**config.mk**
```make
export PLATFORM = sky130hd
export DESIGN_NAME = game_rotation_fifo_decoder_top
export DESIGN_NICKNAME = d
export VERILOG_FILES = /design/src/rtl/grfd_pkg.sv /design/src/rtl/grfd_front.sv /design/src/rtl/grfd_queue.sv /design/src/rtl/grfd_back.sv /design/src/rtl/game_rotation_fifo_decoder_top.sv
export SDC_FILE = /design/constraint.sdc
export NUM_CORES = 2
export LEC_CHECK = 0
export BUFFER_PORTS_ARGS = -buffer_cell sky130_fd_sc_hd__clkbuf_2
export CORE_ASPECT_RATIO = 0.6
export CORE_MARGIN = 5
export CORE_UTILIZATION = 30
export DETAILED_ROUTE_END_ITERATION = 8
export PLACE_DENSITY = 0.56
export SETUP_SLACK_MARGIN = 0.4
export SLEW_MARGIN = 10
export SYNTH_ARGS = -nofsm -noshare
export SYNTH_HDL_FRONTEND = slang
export SYNTH_HIERARCHICAL = 1
export SYNTH_SLANG_ARGS = --single-unit
```
**constraint.sdc**
```tcl
create_clock -name clk -period 15.3 [get_ports clk]
set_clock_uncertainty 0.05 [all_clocks]
set_input_delay 4.59 -clock clk [delete_from_list [all_inputs] [get_ports clk]]
set_output_delay 4.59 -clock clk [all_outputs]
set_load 0.02 [all_outputs]
```
**src/rtl/grfd_pkg.sv**
```systemverilog
// ----------------------------------------------------------------------------
// grfd_pkg
// Shared widths, types and codes of the rotation FIFO word decoder.
// ----------------------------------------------------------------------------
package grfd_pkg;

  localparam int FRAC_BITS = 22;

  // signed component width (Q2.F), magnitude / scalar width, square-sum width
  localparam int VW = FRAC_BITS + 2;
  localparam int MW = VW - 1;
  localparam int SW = 2 * MW + 1;
  // square root working width and iteration counter width
  localparam int RW = 2 * FRAC_BITS + 2;
  localparam int CW = $clog2(FRAC_BITS + 1);

  localparam int TAG_W  = 5;
  localparam int HALF_W = 16;

  localparam logic [TAG_W-1:0] ROTATION_TAG_RESET = TAG_W'(19);

  // register index taken from the byte address
  localparam logic [0:0] REG_ROTATION_TAG = 1'b0;

  typedef struct packed {
    logic                 match;
    logic signed [VW-1:0] x;
    logic signed [VW-1:0] y;
    logic signed [VW-1:0] z;
  } grfd_item_t;

  typedef enum logic [3:0] {
    B_IDLE,
    B_SQX,
    B_SQY,
    B_SQZ,
    B_SUM,
    B_INIT,
    B_ROOT,
    B_SQW,
    B_NORM,
    B_COMMIT
  } back_state_t;

endpackage

```
**src/rtl/grfd_front.sv**
```systemverilog
// ----------------------------------------------------------------------------
// grfd_front
// Accepts FIFO words, checks the tag and decodes the three halves to Q2.F.
// ----------------------------------------------------------------------------
module grfd_front (
  input  logic                          in_valid,
  output logic                          in_ready,
  input  logic [grfd_pkg::TAG_W-1:0]    word_tag,
  input  logic [grfd_pkg::HALF_W-1:0]   half_x,
  input  logic [grfd_pkg::HALF_W-1:0]   half_y,
  input  logic [grfd_pkg::HALF_W-1:0]   half_z,
  input  logic [grfd_pkg::TAG_W-1:0]    rotation_tag,
  output logic                          push_valid,
  input  logic                          push_ready,
  output grfd_pkg::grfd_item_t          push_item
);
  import grfd_pkg::*;

  function automatic logic signed [VW-1:0] half_to_fixed(input logic [HALF_W-1:0] h);
    logic        neg;
    logic [4:0]  ex;
    logic [9:0]  fr;
    logic [63:0] m;
    logic [MW-1:0] mag;
    logic signed [VW-1:0] r;
    int          sh;
    neg = h[15];
    ex  = h[14:10];
    fr  = h[9:0];
    if (ex == 5'd0) begin
      m  = {54'd0, fr};
      sh = FRAC_BITS - 24;
    end else begin
      m  = {53'd0, 1'b1, fr};
      sh = int'(ex) - 25 + FRAC_BITS;
    end
    if (sh >= 0) begin
      m = m << sh;
    end else begin
      m = m >> (-sh);
    end
    mag = m[MW-1:0];
    // infinity, NaN and anything above 1.5 read as zero
    if (ex == 5'h1f || ex > 5'd15 || (ex == 5'd15 && fr > 10'd512)) begin
      mag = '0;
    end
    r = $signed({1'b0, mag});
    if (neg) begin
      r = -r;
    end
    return r;
  endfunction

  assign in_ready   = push_ready;
  assign push_valid = in_valid;

  always_comb begin
    push_item.match = (word_tag == rotation_tag);
    push_item.x     = half_to_fixed(half_x);
    push_item.y     = half_to_fixed(half_y);
    push_item.z     = half_to_fixed(half_z);
  end

endmodule

```
**src/rtl/grfd_queue.sv**
```systemverilog
// ----------------------------------------------------------------------------
// grfd_queue
// Two-entry queue of decoded words between the front and the back.
// ----------------------------------------------------------------------------
module grfd_queue (
  input  logic                 clk,
  input  logic                 rst,
  input  logic                 push_valid,
  output logic                 push_ready,
  input  grfd_pkg::grfd_item_t push_item,
  output logic                 pop_valid,
  input  logic                 pop_ready,
  output grfd_pkg::grfd_item_t pop_item
);
  import grfd_pkg::*;

  grfd_item_t entries [2];
  logic       wr_ptr;
  logic       rd_ptr;
  logic [1:0] count;
  logic       do_push;
  logic       do_pop;

  assign push_ready = (count != 2'd2);
  assign pop_valid  = (count != 2'd0);
  assign pop_item   = entries[rd_ptr];
  assign do_push    = push_valid && push_ready;
  assign do_pop     = pop_valid && pop_ready;

  always_ff @(posedge clk) begin
    if (rst) begin
      wr_ptr <= 1'b0;
      rd_ptr <= 1'b0;
      count  <= 2'd0;
    end else begin
      if (do_push) begin
        wr_ptr <= ~wr_ptr;
      end
      if (do_pop) begin
        rd_ptr <= ~rd_ptr;
      end
      if (do_push && !do_pop) begin
        count <= count + 2'd1;
      end else if (do_pop && !do_push) begin
        count <= count - 2'd1;
      end
    end
  end

  always_ff @(posedge clk) begin
    if (do_push) begin
      entries[wr_ptr] <= push_item;
    end
  end

endmodule

```
**src/rtl/grfd_back.sv**
```systemverilog
// ----------------------------------------------------------------------------
// grfd_back
// Sequencer: squares through one shared squarer, digit-by-digit square root,
// norm window check, held quaternion and the result register.
// ----------------------------------------------------------------------------
module grfd_back (
  input  logic                          clk,
  input  logic                          rst,
  input  logic                          pop_valid,
  output logic                          pop_ready,
  input  grfd_pkg::grfd_item_t          pop_item,
  output logic                          out_valid,
  input  logic                          out_ready,
  output logic [grfd_pkg::MW-1:0]       quat_w,
  output logic signed [grfd_pkg::VW-1:0] quat_x,
  output logic signed [grfd_pkg::VW-1:0] quat_y,
  output logic signed [grfd_pkg::VW-1:0] quat_z,
  output logic                          quat_valid,
  output logic                          word_accepted,
  output logic [31:0]                   accepted_total
);
  import grfd_pkg::*;

  localparam logic [SW-1:0] ONE2      = SW'(1) << (2 * FRAC_BITS);
  localparam logic [SW-1:0] HALF2     = ONE2 >> 1;
  localparam logic [SW-1:0] ONE_HALF2 = ONE2 + HALF2;
  localparam logic [MW-1:0] W_ONE     = MW'(1) << FRAC_BITS;

  back_state_t state;
  back_state_t state_next;

  logic signed [VW-1:0] wx;
  logic signed [VW-1:0] wy;
  logic signed [VW-1:0] wz;
  logic [2*MW-1:0]      prod;
  logic [SW-1:0]        ssum;
  logic [SW-1:0]        n2;
  logic [RW-1:0]        rv;
  logic [RW-1:0]        res;
  logic [RW-1:0]        rbit;
  logic [CW-1:0]        cnt;

  logic [MW-1:0]        held_w;
  logic signed [VW-1:0] held_x;
  logic signed [VW-1:0] held_y;
  logic signed [VW-1:0] held_z;
  logic                 held_valid;
  logic [31:0]          accept_count;

  logic          out_free;
  logic [MW-1:0] sq_op;
  logic          pass_load;
  logic [RW-1:0] trial;
  logic          norm_ok;

  function automatic logic [MW-1:0] mag_of(input logic signed [VW-1:0] v);
    logic signed [VW-1:0] a;
    a = v[VW-1] ? -v : v;
    return a[MW-1:0];
  endfunction

  assign out_free = !out_valid || out_ready;
  assign trial    = res + rbit;
  assign norm_ok  = (n2 > HALF2) && (n2 < ONE_HALF2);

  // next state
  always_comb begin
    state_next = state;
    unique case (state)
      B_IDLE:   if (pop_valid && pop_item.match) state_next = B_SQX;
      B_SQX:    state_next = B_SQY;
      B_SQY:    state_next = B_SQZ;
      B_SQZ:    state_next = B_SUM;
      B_SUM:    state_next = B_INIT;
      B_INIT:   state_next = B_ROOT;
      B_ROOT:   if (cnt == '0) state_next = B_SQW;
      B_SQW:    state_next = B_NORM;
      B_NORM:   state_next = B_COMMIT;
      B_COMMIT: if (out_free) state_next = B_IDLE;
      default:  state_next = B_IDLE;
    endcase
  end

  // control outputs
  always_comb begin
    pop_ready = 1'b0;
    pass_load = 1'b0;
    sq_op     = '0;
    unique case (state)
      B_IDLE: begin
        // a mismatched word needs the result slot right away
        pop_ready = pop_item.match || out_free;
        pass_load = pop_valid && !pop_item.match && out_free;
      end
      B_SQX:   sq_op = mag_of(wx);
      B_SQY:   sq_op = mag_of(wy);
      B_SQZ:   sq_op = mag_of(wz);
      B_SQW:   sq_op = res[MW-1:0];
      default: sq_op = '0;
    endcase
  end

  always_ff @(posedge clk) begin
    if (rst) begin
      state <= B_IDLE;
    end else begin
      state <= state_next;
    end
  end

  // datapath
  always_ff @(posedge clk) begin
    prod <= sq_op * sq_op;
    unique case (state)
      B_IDLE: begin
        if (pop_valid && pop_item.match) begin
          wx <= pop_item.x;
          wy <= pop_item.y;
          wz <= pop_item.z;
        end
      end
      B_SQY:  ssum <= {1'b0, prod};
      B_SQZ:  ssum <= ssum + {1'b0, prod};
      B_SUM:  ssum <= ssum + {1'b0, prod};
      B_INIT: begin
        rv   <= (ssum < ONE2) ? RW'(ONE2 - ssum) : '0;
        res  <= '0;
        rbit <= RW'(ONE2);
        cnt  <= CW'(FRAC_BITS);
      end
      B_ROOT: begin
        if (rv >= trial) begin
          rv  <= rv - trial;
          res <= (res >> 1) + rbit;
        end else begin
          res <= res >> 1;
        end
        rbit <= rbit >> 2;
        cnt  <= cnt - CW'(1);
      end
      B_NORM:  n2 <= ssum + {1'b0, prod};
      default: ;
    endcase
  end

  // held quaternion, count and result register
  always_ff @(posedge clk) begin
    if (rst) begin
      held_w       <= W_ONE;
      held_x       <= '0;
      held_y       <= '0;
      held_z       <= '0;
      held_valid   <= 1'b0;
      accept_count <= '0;
      out_valid    <= 1'b0;
    end else begin
      if (pass_load || (state == B_COMMIT && out_free)) begin
        out_valid <= 1'b1;
      end else if (out_valid && out_ready) begin
        out_valid <= 1'b0;
      end
      if (pass_load) begin
        quat_w         <= held_w;
        quat_x         <= held_x;
        quat_y         <= held_y;
        quat_z         <= held_z;
        quat_valid     <= held_valid;
        word_accepted  <= 1'b0;
        accepted_total <= accept_count;
      end
      if (state == B_COMMIT && out_free) begin
        word_accepted <= norm_ok;
        if (norm_ok) begin
          held_w         <= res[MW-1:0];
          held_x         <= wx;
          held_y         <= wy;
          held_z         <= wz;
          held_valid     <= 1'b1;
          accept_count   <= accept_count + 32'd1;
          quat_w         <= res[MW-1:0];
          quat_x         <= wx;
          quat_y         <= wy;
          quat_z         <= wz;
          quat_valid     <= 1'b1;
          accepted_total <= accept_count + 32'd1;
        end else begin
          quat_w         <= held_w;
          quat_x         <= held_x;
          quat_y         <= held_y;
          quat_z         <= held_z;
          quat_valid     <= held_valid;
          accepted_total <= accept_count;
        end
      end
    end
  end

endmodule

```
**src/rtl/game_rotation_fifo_decoder_top.sv**
```systemverilog
// ----------------------------------------------------------------------------
// game_rotation_fifo_decoder_top
// Rotation FIFO word decoder: half-float quaternion to Q2.22 with w recovery.
// ----------------------------------------------------------------------------
// Usage:
//   Input channel (in_valid/in_ready) takes one FIFO word: word_tag and the
//   IEEE half bits of x, y, z. Output channel (out_valid/out_ready) returns
//   one result per word: the held quaternion, its valid flag, whether this
//   word updated it, and the 32-bit accepted count.
//   The APB port holds rotation_tag at byte address 0; only words with that
//   tag are decoded, others just return the held values.
//   Front decodes and tags each word into a two-entry queue; the back takes
//   one word at a time. A mismatched word is taken only while the result
//   register is free and is loaded straight into it. A matching word runs three
//   squares through one shared squarer, a one-bit-per-cycle square root
//   (23 iterations), w squared and the norm check; its result is then
//   committed, and only after that does the back take the next word.
//   Reset restores rotation_tag to 19, w to 1.0, x/y/z, valid and count to
//   zero, and empties the queue. While the receiver stalls the result holds;
//   the back waits, and the queue takes up to two more words before
//   in_ready drops.
// ----------------------------------------------------------------------------
module game_rotation_fifo_decoder_top (
  input  logic                           clk,
  input  logic                           rst,
  input  logic                           psel,
  input  logic                           penable,
  input  logic                           pwrite,
  input  logic [2:0]                     paddr,
  input  logic [31:0]                    pwdata,
  output logic [31:0]                    prdata,
  output logic                           pready,
  input  logic                           in_valid,
  output logic                           in_ready,
  input  logic [grfd_pkg::TAG_W-1:0]     word_tag,
  input  logic [grfd_pkg::HALF_W-1:0]    half_x,
  input  logic [grfd_pkg::HALF_W-1:0]    half_y,
  input  logic [grfd_pkg::HALF_W-1:0]    half_z,
  output logic                           out_valid,
  input  logic                           out_ready,
  output logic [grfd_pkg::MW-1:0]        quat_w,
  output logic signed [grfd_pkg::VW-1:0] quat_x,
  output logic signed [grfd_pkg::VW-1:0] quat_y,
  output logic signed [grfd_pkg::VW-1:0] quat_z,
  output logic                           quat_valid,
  output logic                           word_accepted,
  output logic [31:0]                    accepted_total
);
  import grfd_pkg::*;

  logic [TAG_W-1:0] rotation_tag;
  logic             push_valid;
  logic             push_ready;
  grfd_item_t       push_item;
  logic             pop_valid;
  logic             pop_ready;
  grfd_item_t       pop_item;

  assign pready = 1'b1;

  always_ff @(posedge clk) begin
    if (rst) begin
      rotation_tag <= ROTATION_TAG_RESET;
    end else if (psel && penable && pwrite && pready && paddr[2:2] == REG_ROTATION_TAG) begin
      rotation_tag <= pwdata[TAG_W-1:0];
    end
  end

  always_comb begin
    prdata = '0;
    if (paddr[2:2] == REG_ROTATION_TAG) begin
      prdata = {{(32-TAG_W){1'b0}}, rotation_tag};
    end
  end

  grfd_front u_front (
    .in_valid     (in_valid),
    .in_ready     (in_ready),
    .word_tag     (word_tag),
    .half_x       (half_x),
    .half_y       (half_y),
    .half_z       (half_z),
    .rotation_tag (rotation_tag),
    .push_valid   (push_valid),
    .push_ready   (push_ready),
    .push_item    (push_item)
  );

  grfd_queue u_queue (
    .clk        (clk),
    .rst        (rst),
    .push_valid (push_valid),
    .push_ready (push_ready),
    .push_item  (push_item),
    .pop_valid  (pop_valid),
    .pop_ready  (pop_ready),
    .pop_item   (pop_item)
  );

  grfd_back u_back (
    .clk            (clk),
    .rst            (rst),
    .pop_valid      (pop_valid),
    .pop_ready      (pop_ready),
    .pop_item       (pop_item),
    .out_valid      (out_valid),
    .out_ready      (out_ready),
    .quat_w         (quat_w),
    .quat_x         (quat_x),
    .quat_y         (quat_y),
    .quat_z         (quat_z),
    .quat_valid     (quat_valid),
    .word_accepted  (word_accepted),
    .accepted_total (accepted_total)
  );

endmodule

```
==> flow_metrics.py <==
metrics = {
    "sta": {
        "rsz0062_at_grt": "no",
        "slew_headroom": 0.1984,
        "period_share": 0.7110,
        "final-setup-viol-count": 0,
        "worstMarginPinSlew_ps": 1191,
        "finalSetupTns_ps": 0,
        "report.final.slew_viol_count": 0,
        "hold_violations": 0,
        "min_period_ps": 10880,
        "fmax_ghz": 0.09193,
    },
    "floorplanning": {
        "io_pins": 259,
        "dieArea_um2": 212200,
        "start_util": 0.3007,
        "core.rowCount": 128,
        "core_area_um2": 202300,
        "fp.dieW_um": 591.3,
        "die_h_um": 358.8,
    },
    "routing": {
        "drt-total-wl_mm": 188.4,
        "wl_per_cell_um": 20.78,
        "via_per_inst": 5.243,
        "dr.pass1.iters": 6,
        "ant_nets": 0,
        "drt-initial-drc-count": 4498,
        "drcViolationCount": 0,
        "vias": 47540,
    },
    "clock_network": {
        "insertion_delay_ps": 720,
        "clkSinkCount": 749,
        "path_clk_slew_ps": 60,
        "cts_htree_levels": 3,
        "hold_buffers": 0,
        "clockBufferDepth": 3,
        "cts_tree": "yes",
        "cts_buffers": 78,
        "postCtsSetupRepairBufs": 0,
        "cts_resized": 0,
        "root_buffer": "clkbuf_16",
    },
    "power_and_ir_drop": {
        "max-vdd-ir-drop_v": 0.00007500,
        "p_per_area_nw_per_um2": 124.8,
        "power_leakage_nw": 28.27,
    },
    "global_route": {
        "grt_pass1_vias": 45390,
        "grt_overflow": 0,
        "grt_use_total": 0.1724,
        "grt_start_max_net_pins": 77,
        "grt_pass1_wl_mm": 286.8,
        "antenna_found_initial": 12,
    },
    "final_layout": {
        "regArea_um2": 20610,
        "stdcell_area_um2": 67500,
        "nets": 7107,
        "multi_input_area_um2": 36750,
        "drive_gt1_frac": 0.1200,
        "fill_cells": 20620,
        "area_growth_pct": 10.97,
    },
    "yosys": {
        "synthesis.area_um2": 60830,
        "synth_top_flop_cell": "edfxtp_1",
        "yosys.area.top_type_share": 0.2769,
        "syn_inst": 6175,
        "yosys.area.top_type": "edfxtp_1",
        "yosysWarnings": 6,
        "synth-seq-cells": 749,
        "synth_edf_count": 561,
        "synthArstFlopShare": 0,
        "syn-mean-instance-area_um2": 9.851,
        "synth.top_cells.by_area": "edfxtp_1 (28%), fa_1 (13%), ha_1 (7.3%)",
        "yosysUniqueCellTypes": 113,
        "ys_seq_area_frac": 0.3388,
    },
    "placed_design": {
        "io_buffers": 201,
        "gp_congestion": 0.9241,
        "placed_cell_area_um2": 64760,
        "dp_hpwl_mm": 145.7,
    },
    "setup_path": {
        "ff2ff_path_depth": 34,
        "worstPathRequired_ps": 15730,
        "path_class": "in -> reg",
        "startpoint": "half_y[10]",
        "r2r_start": "u_back/wy[8]$_DFFE_PP_",
        "arrival_ps": 11310,
        "critical_path.max_fanout": 41,
        "reg2reg_to": "u_back/prod[44]$_DFF_P_",
        "worstSetupEndpointType": "flip-flop",
        "r2r_setup_slack_ps": 4620,
        "cp-start-kind": "primary input",
    },
    "status": {
        "outcome": "complete, no violations",
    },
    "hold_path": {
        "hold_class": "reg -> reg",
        "hold-path-endpoint": "rotation_tag[2]$_SDFFE_PP0P_",
        "holdPathStages": 2,
        "hp-start": "rotation_tag[2]$_SDFFE_PP0P_",
    },
    "run": {
        "max_cap_viol_count": 0,
    },
}
critical path, cell delays in order:
cell      delay (ps)
clkbuf_2         410
clkinv_1         450
ha_1             420
buf_4            250
ha_1             650
nand2_1          450
nor2_1           510
nand3_1          180
ha_1             330
nor4b_1          340
nand2_1          100
nor4_1           660
nand2_1          140
a21oi_1          320
nand2_1           90
a21oi_1          220
nor2_1           100
ha_1             220
and2_1           220
and2_1           230
a21oi_1          190
xor2_1           220
area by class of cell:
class	instances	share of cell area
multi-input cells	4526	0.5445
clock buffers	98	0.03127
clock inverters	47	0.009268
inverters	638	0.03550
repair buffers	277	0.02345
well taps	2730	0.05060
diodes	2	0.00007414
flip-flops and latches	749	0.3054
cells in the mapped netlist, types with 30 or more instances:
cell type	instances
a211oi_1	44
a21o_1	98
a21oi_1	249
a31oi_1	100
and2_1	58
and3_1	51
buf_2	30
buf_4	40
clkbuf_1	202
dfxtp_1	188
edfxtp_1	561
fa_1	389
ha_1	353
inv_1	626
mux2_2	223
mux2i_1	36
nand2_1	481
nand2b_1	64
nand3_1	129
nand4_1	72
nor2_1	475
nor2b_1	183
nor3_1	110
nor4_1	55
o21ai_0	228
o21bai_1	30
o22ai_1	56
o31ai_1	59
or3_1	48
xnor2_1	219
xor2_1	219
how the worst max path moves through the flow:
| stage | endpoint | slack, ps | cells after the start |
|---|---|---|---|
| finish | u_queue/entries[0][34]$_DFFE_PP_ | 4420 | 22 |
| global route | u_queue/entries[1][68]$_DFFE_PP_ | 3910 | 20 |
| CTS | u_queue/entries[1][70]$_DFFE_PP_ | 4570 | 20 |
| detailed placement | u_queue/entries[0][70]$_DFFE_PP_ | 3820 | 20 |
| global placement | u_queue/entries[0][70]$_DFFE_PP_ | 4020 | 20 |
| floorplan | u_back/accepted_total[0]$_DFFE_PP_ | 560 | 4 |
per-stage QoR:
step                      worst slack [ps]  instances  utilization  total power, mW  hold slack (ps)
after CTS                             4573       9065       0.3337            8.446            457.4
after global placement                4017       8920       0.3202            6.320            435.7
final                                 4422       9067       0.3337            8.424            454.5
after global routing                  3911       9065       0.3337            8.953            481.2
after detailed placement              3824       8920       0.3202            6.348            446.2
after floorplan                      564.7       6201            -            5.163            419.8
placed cells by master (no fill, tap or decap), types with 64 or more instances in the layout:
cell / count
clkbuf_16: 81
nor3_1: 107
mux2_2: 223
a21o_1: 98
nand4_1: 72
nand2b_1: 64
clkbuf_2: 200
a21oi_1: 249
buf_4: 76
xnor2_1: 219
ha_1: 353
o21ai_0: 228
fa_1: 389
xor2_1: 219
nor2_1: 472
nand3_1: 129
a31oi_1: 100
nor2b_1: 182
inv_1: 625
nand2_1: 480
dfxtp_1: 187
edfxtp_1: 561
flip-flops by register name, summed over array words and instances, names as in the netlist, 32 cells and up, named ones only:
name                   count
u_back/rv                 46
u_back/prod               45
u_back/n2                 47
u_back/accept_count       32
u_back/ssum               47
u_back/accepted_total     32
u_back/res                46
u_queue/entries          146
layer usage:
| metal | vias up | global-route usage | share of wire |
|---|---|---|---|
| met4 | 0 | 0.02696 | 0.015 |
| li1 | 21850 | - | - |
| met3 | 167 | 0.03451 | 0.087 |
| met5 | - | 0 | 0 |
| met2 | 1863 | 0.2281 | 0.39 |
| met1 | 23660 | 0.2848 | 0.51 |
cell families after synthesis:
family                   count (synthesis)  synth area share
multiplexers                           272           0.05202
adder cells (fa/ha/maj)                743            0.2008
buffers and inverters                  926           0.06086
flip-flops                             749            0.3388
AO/OA/AOI/OAI                         1191            0.1311
other                                    2         0.0001235
AND/OR/NAND/NOR                       1847            0.1507
XOR/XNOR                               445           0.06555
where the power goes:
part	switching (mW)	internal (mW)	total, mW
sequential	0.244	2.55	2.80
combinational	2.36	1.22	3.57
clock	0.899	1.16	2.05
total	3.50	4.93	8.42
(Power assumes the default switching activity.)
